`src/rtl/lowest_free_id_allocator_macros.svh`:
```
// ----------------------------------------------------------------------------
// Lowest free id allocator: assertion macros
// Concurrent assertion wrappers clocked on clk_i; empty when SYNTH is defined.
// ----------------------------------------------------------------------------
`ifndef LOWEST_FREE_ID_ALLOCATOR_MACROS_SVH
`define LOWEST_FREE_ID_ALLOCATOR_MACROS_SVH

`ifndef SYNTH
// Checked outside reset only.
`define LFIA_ASSERT(name, prop, msg) \
  name: assert property (@(posedge clk_i) disable iff (!rst_ni) prop) else $error(msg);
// Checked at every edge, during reset too.
`define LFIA_ASSERT_ALWAYS(name, prop, msg) \
  name: assert property (@(posedge clk_i) prop) else $error(msg);
`else
`define LFIA_ASSERT(name, prop, msg)
`define LFIA_ASSERT_ALWAYS(name, prop, msg)
`endif

`endif

```
`src/rtl/lfia_pkg.sv`:
```
// ----------------------------------------------------------------------------
// Lowest free id allocator: package
// Shared widths, reset values, codes, controller states and the command and
// status bundles between controller and datapath.
// ----------------------------------------------------------------------------
package lfia_pkg;

  localparam int unsigned ID_W        = 13;
  localparam int unsigned HIGH_W      = 14;
  localparam int unsigned STATUS_W    = 2;
  localparam int unsigned WORD_BITS   = 64;
  localparam int unsigned BIT_W       = 6;
  localparam int unsigned GRANT_LIMIT = 8192;

  localparam logic [ID_W-1:0]   LOW_ID_RESET  = 13'd300;
  localparam logic [HIGH_W-1:0] HIGH_ID_RESET = 14'd5000;

  // Request opcodes.
  localparam logic OP_ALLOC   = 1'b0;
  localparam logic OP_RELEASE = 1'b1;

  // Result status codes.
  localparam logic [STATUS_W-1:0] ST_OK        = 2'd0;
  localparam logic [STATUS_W-1:0] ST_FULL      = 2'd1;
  localparam logic [STATUS_W-1:0] ST_NOT_ALLOC = 2'd2;

  // Configuration register indexes.
  localparam logic CFG_LOW_ID  = 1'b0;
  localparam logic CFG_HIGH_ID = 1'b1;

  typedef enum logic [2:0] {
    S_CLEAR,
    S_IDLE,
    S_ALLOC_RD,
    S_ALLOC_CHK,
    S_ALLOC_SET,
    S_REL_RD,
    S_REL_CHK
  } state_e;

  typedef struct packed {
    logic load;       // latch the request and the first word pointer
    logic clear_wr;   // write a zero word and advance the pointer
    logic rd;         // read the word at the pointer
    logic step;       // advance the pointer to the next word
    logic grab;       // register the lowest byte holding a free id
    logic set_wr;     // mark the chosen id allocated, report success
    logic rel_wr;     // free the requested id, report success
    logic fail_full;  // report that no id is free
    logic fail_rel;   // report that the id was not allocated
  } cmd_t;

  typedef struct packed {
    logic clr_last;
    logic win_empty;
    logic rel_in_range;
    logic hit;
    logic last_word;
    logic rel_bit;
  } sts_t;

endpackage

```
`src/rtl/lfia_ctrl.sv`:
```
// ----------------------------------------------------------------------------
// Lowest free id allocator: controller
// Sequences the clearing pass, the word by word allocate scan and the
// read-modify-write of a release.
// ----------------------------------------------------------------------------
module lfia_ctrl (
  input  logic            clk_i,
  input  logic            rst_ni,
  input  logic            start,
  input  logic            opcode_i,
  input  lfia_pkg::sts_t  sts_i,
  output lfia_pkg::cmd_t  cmd_o,
  output logic            busy
);

  lfia_pkg::state_e state_q, state_d;

  always_ff @(posedge clk_i or negedge rst_ni) begin
    if (!rst_ni) begin
      state_q <= lfia_pkg::S_CLEAR;
    end else begin
      state_q <= state_d;
    end
  end

  always_comb begin
    state_d = state_q;
    cmd_o   = '0;
    busy    = 1'b1;
    case (state_q)
      lfia_pkg::S_CLEAR: begin
        cmd_o.clear_wr = 1'b1;
        if (sts_i.clr_last) begin
          state_d = lfia_pkg::S_IDLE;
        end
      end
      lfia_pkg::S_IDLE: begin
        busy = 1'b0;
        if (start) begin
          cmd_o.load = 1'b1;
          state_d = (opcode_i == lfia_pkg::OP_RELEASE) ? lfia_pkg::S_REL_RD
                                                       : lfia_pkg::S_ALLOC_RD;
        end
      end
      lfia_pkg::S_ALLOC_RD: begin
        if (sts_i.win_empty) begin
          cmd_o.fail_full = 1'b1;
          state_d = lfia_pkg::S_IDLE;
        end else begin
          cmd_o.rd = 1'b1;
          state_d = lfia_pkg::S_ALLOC_CHK;
        end
      end
      lfia_pkg::S_ALLOC_CHK: begin
        cmd_o.grab = 1'b1;
        if (sts_i.hit) begin
          state_d = lfia_pkg::S_ALLOC_SET;
        end else if (sts_i.last_word) begin
          cmd_o.fail_full = 1'b1;
          state_d = lfia_pkg::S_IDLE;
        end else begin
          cmd_o.step = 1'b1;
          state_d = lfia_pkg::S_ALLOC_RD;
        end
      end
      lfia_pkg::S_ALLOC_SET: begin
        cmd_o.set_wr = 1'b1;
        state_d = lfia_pkg::S_IDLE;
      end
      lfia_pkg::S_REL_RD: begin
        if (!sts_i.rel_in_range) begin
          cmd_o.fail_rel = 1'b1;
          state_d = lfia_pkg::S_IDLE;
        end else begin
          cmd_o.rd = 1'b1;
          state_d = lfia_pkg::S_REL_CHK;
        end
      end
      lfia_pkg::S_REL_CHK: begin
        if (sts_i.rel_bit) begin
          cmd_o.rel_wr = 1'b1;
        end else begin
          cmd_o.fail_rel = 1'b1;
        end
        state_d = lfia_pkg::S_IDLE;
      end
      default: begin
        state_d = lfia_pkg::S_IDLE;
      end
    endcase
  end

endmodule

```
`config.mk`:
```
export PLATFORM = sky130hd
export DESIGN_NAME = lfia_ctrl
export DESIGN_NICKNAME = d
export VERILOG_FILES = /design/src/rtl/lowest_free_id_allocator_macros.svh /design/src/rtl/lfia_pkg.sv /design/src/rtl/lfia_ctrl.sv
export SDC_FILE = /design/constraint.sdc
export NUM_CORES = 1
export LEC_CHECK = 0
export BUFFER_PORTS_ARGS = -buffer_cell sky130_fd_sc_hd__buf_2
export CELL_PAD_IN_SITES_DETAIL_PLACEMENT = 2
export CELL_PAD_IN_SITES_GLOBAL_PLACEMENT = 2
export CORE_MARGIN = 2
export CORE_UTILIZATION = 22
export CTS_BUF_LIST = sky130_fd_sc_hd__clkbuf_4 sky130_fd_sc_hd__clkbuf_8
export CTS_CLUSTER_DIAMETER = 150
export DETAILED_ROUTE_END_ITERATION = 16
export PLACE_DENSITY = 0.82
export SKIP_CTS_REPAIR_TIMING = 1
export SYNTH_ARGS = -nofsm -noshare
export SYNTH_HDL_FRONTEND = slang
export SYNTH_SLANG_ARGS = --single-unit
```
`constraint.sdc`:
```
create_clock -name clk_i -period 2.26 [get_ports clk_i]
set_input_delay 0.452 -clock clk_i [delete_from_list [all_inputs] [get_ports clk_i]]
set_output_delay 0.452 -clock clk_i [all_outputs]
set_load 0.02 [all_outputs]
```
Yosys cells after proc, flatten, opt, wreduce, memory -nomap -nowiden
Cells that the tools add are included.

Flip-flop bits (word level): 3. Input bits: 10. Output and inout bits: 10. Word-level logic and storage cells: 39.

Equal/unequal tests: 8. Muxes and demuxes: 28. Reductions and logical operators: 2.

Operator list (count): $mux 1 (16); $mux 3 (5); $pmux 3 s5 (1); $eq 3x3->1 const B (3); $eq 3x2->1 const B (2); $mux 2 (3); $pmux 1 s2 (3); $ne 2x2->1 const B (2); $eq 3x1->1 const B (1); $logic_not 3->1 (1); $reduce_and 2->1 (1).

Logic depth before layout (Yosys ltp)
Gate-level depths: netlist of the first run.

Depth in word-level cells: 3. Gate-level depth with buffers: 4. Mapped depth without buffers: 3.

Least setup slack after synthesis of the first run
OpenSTA, ideal clock, no wires.

Path type: reg2out. Start point: reg state_q[2]. End point: out cmd_o[6] in the netlist's numbering. Arrival: 1.181 ns. Path slack: 0.627 ns. Stages on the path, launching flop included: 5. Buffers on the path: 1. Cell sequence: dfrtp_1 buf_6 inv_4 nand2_1 o31ai_1.

RTL lines: start: declaration (line lfia_ctrl.sv:16) `lfia_pkg::state_e state_q, state_d;`; start signal: assignment (line lfia_ctrl.sv:20) `state_q <= lfia_pkg::S_CLEAR;`; start signal: assignment (line lfia_ctrl.sv:22) `state_q <= state_d;`; end: declaration (line lfia_ctrl.sv:12) `output lfia_pkg::cmd_t cmd_o,`.

==> run metrics, run 1 <==
outcome finished, final reports clean; P_leak 0.238 nW; RSZ-0062 raised after global routing no; highest clock rate 520 MHz; Final ANT Viol Nets 0; Pre-antenna DRT Iters 3; CTS Buf Count 3; period utilization 85.1%; Core ar. 0.00132 mm2; worst hold endpoint state_q[0]; max-cap check violation count 0; filler cell count 169; Largest register FFs 3; largest net degree at the start of global routing 16; worst hold margin 0.503 ns; first-pass GRT wire length 1.66 mm; clk slew on worst S/H paths 0.04 ns; post-DR wirelength/cell 12.8 um; final setup vio count 0; chip height 41.9 um; worst-skew pair later-pin latency 0.25 ns; DRC viols 0; met3 wire len 62 um; DR WL met2 435 um; GPL Wtd Cong 0.682; Hold Crit Class input pin to register; Worst setup EP type output pin; nets@finish 73; Top Ports 20; min Tclk post-route 1.92 ns; final WL 989 um; register area share after synthesis 23.7%; Critical Path Slowest Stage Cell dfrtp_1; worst hold path depth 3; YS warnings 0; Worst R2R Start state_q[2]; antenna cells 0; Max FO, Critical Path 15; Crit path arrival time 1.47 ns; Crit Path Category register to output pin; reg2reg path depth 3; Critical Path Start Type register; # rows 13; port bufs 19; commonest non-fill, non-tap cell in the layout buf_2; Setup TNS 0 ns; via count 387; register-to-register setup slack 1.12 ns; sequential cell area 75.1 um2; initial antenna violation count 0; VDD IR max 0.572 mV; Setup Skew 0.00921 ns; CTS Root Cell clkbuf_4; Multi-input gate area 205 um2; most frequent cells in the layout buf_2, nor2_1, nand2_1, clkbuf_4; Top reg by flops state_q; CP peak stage delay 0.52 ns; H-tree levels 1; Setup WS post-layout 0.337 ns; max-slew violation count 0; Worst Tran Pin Value 0.414 ns; Die ar. 0.00176 mm2; number of synthesized register bits 3; Synth Area per Inst 7.72 um2; Starting Density 24.0%; synthesized cell area 317 um2; Setup WS pre-CTS 0.590 ns; worst path bufs/invs 1; Slew HR 72.4%; CTS tree built; CTS sink cnt 3; Top Registers state_q: 3 flops; layout cells sized above 1 41.9%; Gate Count Post-Synth 41; top sig layer met4; Reg-to-Reg End state_q[1]; Die Wd 41.9 um; CP Cell Sequence nand2b_1 -> o22a_1 -> nor2_1 -> buf_2; clock buffer depth 2; Final Hold Fails 0; Post-DP HPWL 730 um; synth unique cells 22; number of global-route vias before repair 370; CP delay by family, top flip-flops; Met1 Wirelength 457 um; First DRT Iteration DRCs 4; area grow syn2layout 40.3%; HP Start sts_i[5]; WP data required 1.81 ns; grt ovf 0; vias per cell 5.03; gr usage total 13.1%; Post-Synthesis Net Count 51; pwr dens 1320 mW/mm2
## cells by family (layout without fill, tap and decap cells)
| group | after synthesis | after routing | share of synthesized area (%) |
|---|---|---|---|
| AO/OA/AOI/OAI | 9 | 9 | 20.2 |
| AND/OR/NAND/NOR | 21 | 21 | 33.6 |
| flip-flops | 3 | 3 | 23.7 |
| multiplexers | 3 | 3 | 11.1 |
| buffers and inverters | 5 | 26 | 11.5 |
## metrics by stage
step,cell area (um2),std cells,power (W),util (%)
after global placement,404,72,0.000469,30.7
after detailed placement,404,72,0.000477,30.7
after CTS,434,76,0.000599,33.0
after floorplan,317,41,0.000407,-
after global routing,444,77,0.000644,33.7
final,444,77,0.000586,33.7
## metal layers
layer | global-route usage (%) | vias up
met4 | 9.68 | 0
met3 | 2.61 | 2
met5 | 0 | -
li1 | - | 186
met2 | 19.7 | 17
met1 | 16.2 | 182
## power breakdown
| part | total, W | leakage (nW) | internal [W] | switching, W |
|---|---|---|---|---|
| combinational | 0.000314 | 0.183 | 0.000137 | 0.000178 |
| sequential | 0.000157 | 0.0364 | 0.0000778 | 0.0000793 |
| clock | 0.000115 | 0.0184 | 0.0000787 | 0.0000365 |
| total | 0.000586 | 0.238 | 0.000293 | 0.000293 |
## how the worst max path moves through the flow
stage | start | to | slack [ns] | depth (start not counted)
finish | state_q[0] | cmd_o[0] | 0.34 | 4
detailed placement | state_q[0] | cmd_o[0] | 0.59 | 4
CTS | state_q[0] | cmd_o[0] | 0.31 | 4
global placement | state_q[0] | cmd_o[0] | 0.64 | 4
global route | state_q[0] | cmd_o[0] | 0.20 | 4
floorplan | state_q[2] | cmd_o[6] | 0.63 | 4
## worst reg2reg max path: cells and delay by family, from the launching register on
family,cells,cell delay [ns]
AOI/OAI and AO/OA,1,0.14
buffers and inverters,1,0.14
DFF,1,0.48
muxes,1,0.31
## cell usage after synthesis
master	n	area, um2
nand2_1	4	15.0
a21oi_1	2	10.0
mux2i_1	2	20.0
o22a_1	1	8.76
buf_4	2	15.0
o41ai_1	1	8.76
mux2_4	1	15.0
o31ai_1	1	7.51
o22ai_2	1	12.5
nor3_1	2	10.0
nor2_1	6	22.5
and3_1	3	18.8
buf_6	1	11.3
inv_4	1	6.26
o21ai_0	2	10.0
a31oi_1	1	6.26
nand2b_1	3	18.8
nand4b_1	1	8.76
dfrtp_1	3	75.1
inv_1	1	3.75
nor2b_1	1	6.26
and2_1	1	6.26
## area by class of cell
type | count | area share [%]
inverter | 2 | 2.25
tap | 15 | 4.23
timing repair buffer | 20 | 23.7
sequential | 3 | 16.9
multi-input combinational | 33 | 46.2
clock buffer | 4 | 6.76
Note: power is estimated with default switching activity, not from simulation.
==> inputs of run 2 (changes only) <==
- PLACE_DENSITY: 0.82 -> unset
- PLACE_DENSITY_LB_ADDON: unset -> 0.25
==> run metrics, run 2 (synthesis gave the netlist of run 1 again) <==
outcome finished, final reports clean; most frequent cells in the layout buf_2, nor2_1, nand2_1, clkbuf_4; gr usage total 12.4%; Final Hold Fails 0; CTS Root Cell clkbuf_4; power consumption 0.000574 W; clk slew on worst S/H paths 0.04 ns; number of global-route vias before repair 367; Crit path arrival time 1.46 ns; largest net degree at the start of global routing 16; initial antenna violation count 0; Starting Density 24.0%; switching share of power 49.3%; Setup Skew 0.00417 ns; VDD IR max 0.664 mV; P_sw 0.000283 W; CP Cell Sequence nand2b_1 -> o22a_1 -> nor2_1 -> buf_2; CP peak stage delay 0.53 ns; area grow syn2layout 37.2%; sequential cell area 75.1 um2; max-slew violation count 0; pwr dens 1320 mW/mm2; Worst Tran Pin Value 0.445 ns; Largest register FFs 3; commonest non-fill, non-tap cell in the layout buf_2; Final ANT Viol Nets 0; WP data required 1.81 ns; GPL Wtd Cong 0.696; grt ovf 0; RSZ-0062 raised after global routing no; Setup WS post-layout 0.344 ns; Clk pwr share 18.4%; register-to-register setup slack 1.11 ns; worst-skew pair later-pin latency 0.23 ns; Pre-antenna DRT Iters 3; reg2reg path depth 3; clock buffer depth 2; first-pass GRT wire length 1.68 mm; port bufs 19; Multi-input gate area 205 um2; layout cells sized above 1 42.6%; Hold Crit Class input pin to async pin; # rows 13; final WL 967 um; Setup TNS 0 ns; Slew HR 70.3%; First DRT Iteration DRCs 3; Setup WS pre-CTS 0.575 ns; Placed Cells 72; Max FO, Critical Path 15; P_leak 0.234 nW; Top Registers state_q: 3 flops; Reg-to-Reg End state_q[0]; Internal Power 0.000291 W; min Tclk post-route 1.92 ns; Core ar. 0.00132 mm2; period utilization 84.8%; nets@finish 72; CTS tree built; Crit Path Category register to output pin; via count 365; H-tree levels 1; final setup vio count 0; Worst setup EP type output pin; Top Ports 20; chip height 41.9 um; Top reg by flops state_q; Die Wd 41.9 um; CTS Buf Count 3; Logic pwr share 54.3%; post-DR wirelength/cell 12.7 um; CTS sink cnt 3; max-cap check violation count 0; Die ar. 0.00176 mm2; filler cell count 170; antenna cells 0; sequential share of power 27.3%; Worst R2R Start state_q[0]; Critical Path Slowest Stage Cell dfrtp_1; Critical Path Start Type register; highest clock rate 522 MHz; DRC viols 0; Post-DP HPWL 783 um; vias per cell 4.80; non-filler cells, final 76
==> run 2: worst max-delay path by stage <==
| stage | start | endpoint | slack, ns | cells after the start |
|---|---|---|---|---|
| CTS | state_q[0] | cmd_o[0] | 0.32 | 4 |
| floorplan | state_q[2] | cmd_o[6] | 0.63 | 4 |
| global placement | state_q[0] | cmd_o[0] | 0.60 | 4 |
| finish | state_q[0] | cmd_o[0] | 0.34 | 4 |
| detailed placement | state_q[0] | cmd_o[0] | 0.57 | 4 |
| global route | state_q[0] | cmd_o[0] | 0.20 | 4 |
==> run 2: cell type report <==
| class | count | area share (%) |
|---|---|---|
| multi-input combinational | 33 | 47.3 |
| timing repair buffer | 19 | 21.9 |
| sequential | 3 | 17.3 |
| clock buffer | 4 | 6.92 |
| tap | 15 | 4.32 |
| inverter | 2 | 2.31 |
==> run 2: metrics by stage <==
stage / util, % / hold WS, ns / instance area [um2]
floorplan: - / 0.156 / 317
global placement: 30.7 / 0.249 / 404
detailed placement: 30.7 / 0.253 / 404
CTS: 33.0 / 0.00484 / 434
global route: 33.0 / 0.000712 / 434
finish: 33.0 / 0.00768 / 434
==> run 2: power groups by stage <==
stage	Sequential [W]	Clock (W)	Combinational, W
floorplan	0.0000958	0	0.000311
global placement	0.000155	0	0.000314
CTS	0.000158	0.000109	0.000320
detailed placement	0.000158	0	0.000318
global route	0.000175	0.000113	0.000349
finish	0.000157	0.000106	0.000312
==> run 2: critical path: cells and delay by family (launching register included) <==
family	cells	cell delay (ns)
AOI/OAI and AO/OA	1	0.21
buffers and inverters	1	0.16
DFF	1	0.53
and+or+nand+nor	2	0.32
==> run 2: metal layers <==
metal / track usage [%] / vias up / wire length [um]
li1: - / 182 / -
met1: 16.6 / 166 / 439
met2: 19.4 / 17 / 443
met3: 3.04 / 0 / 84
met4: 3.87 / 0 / 0
met5: 0 / - / 0
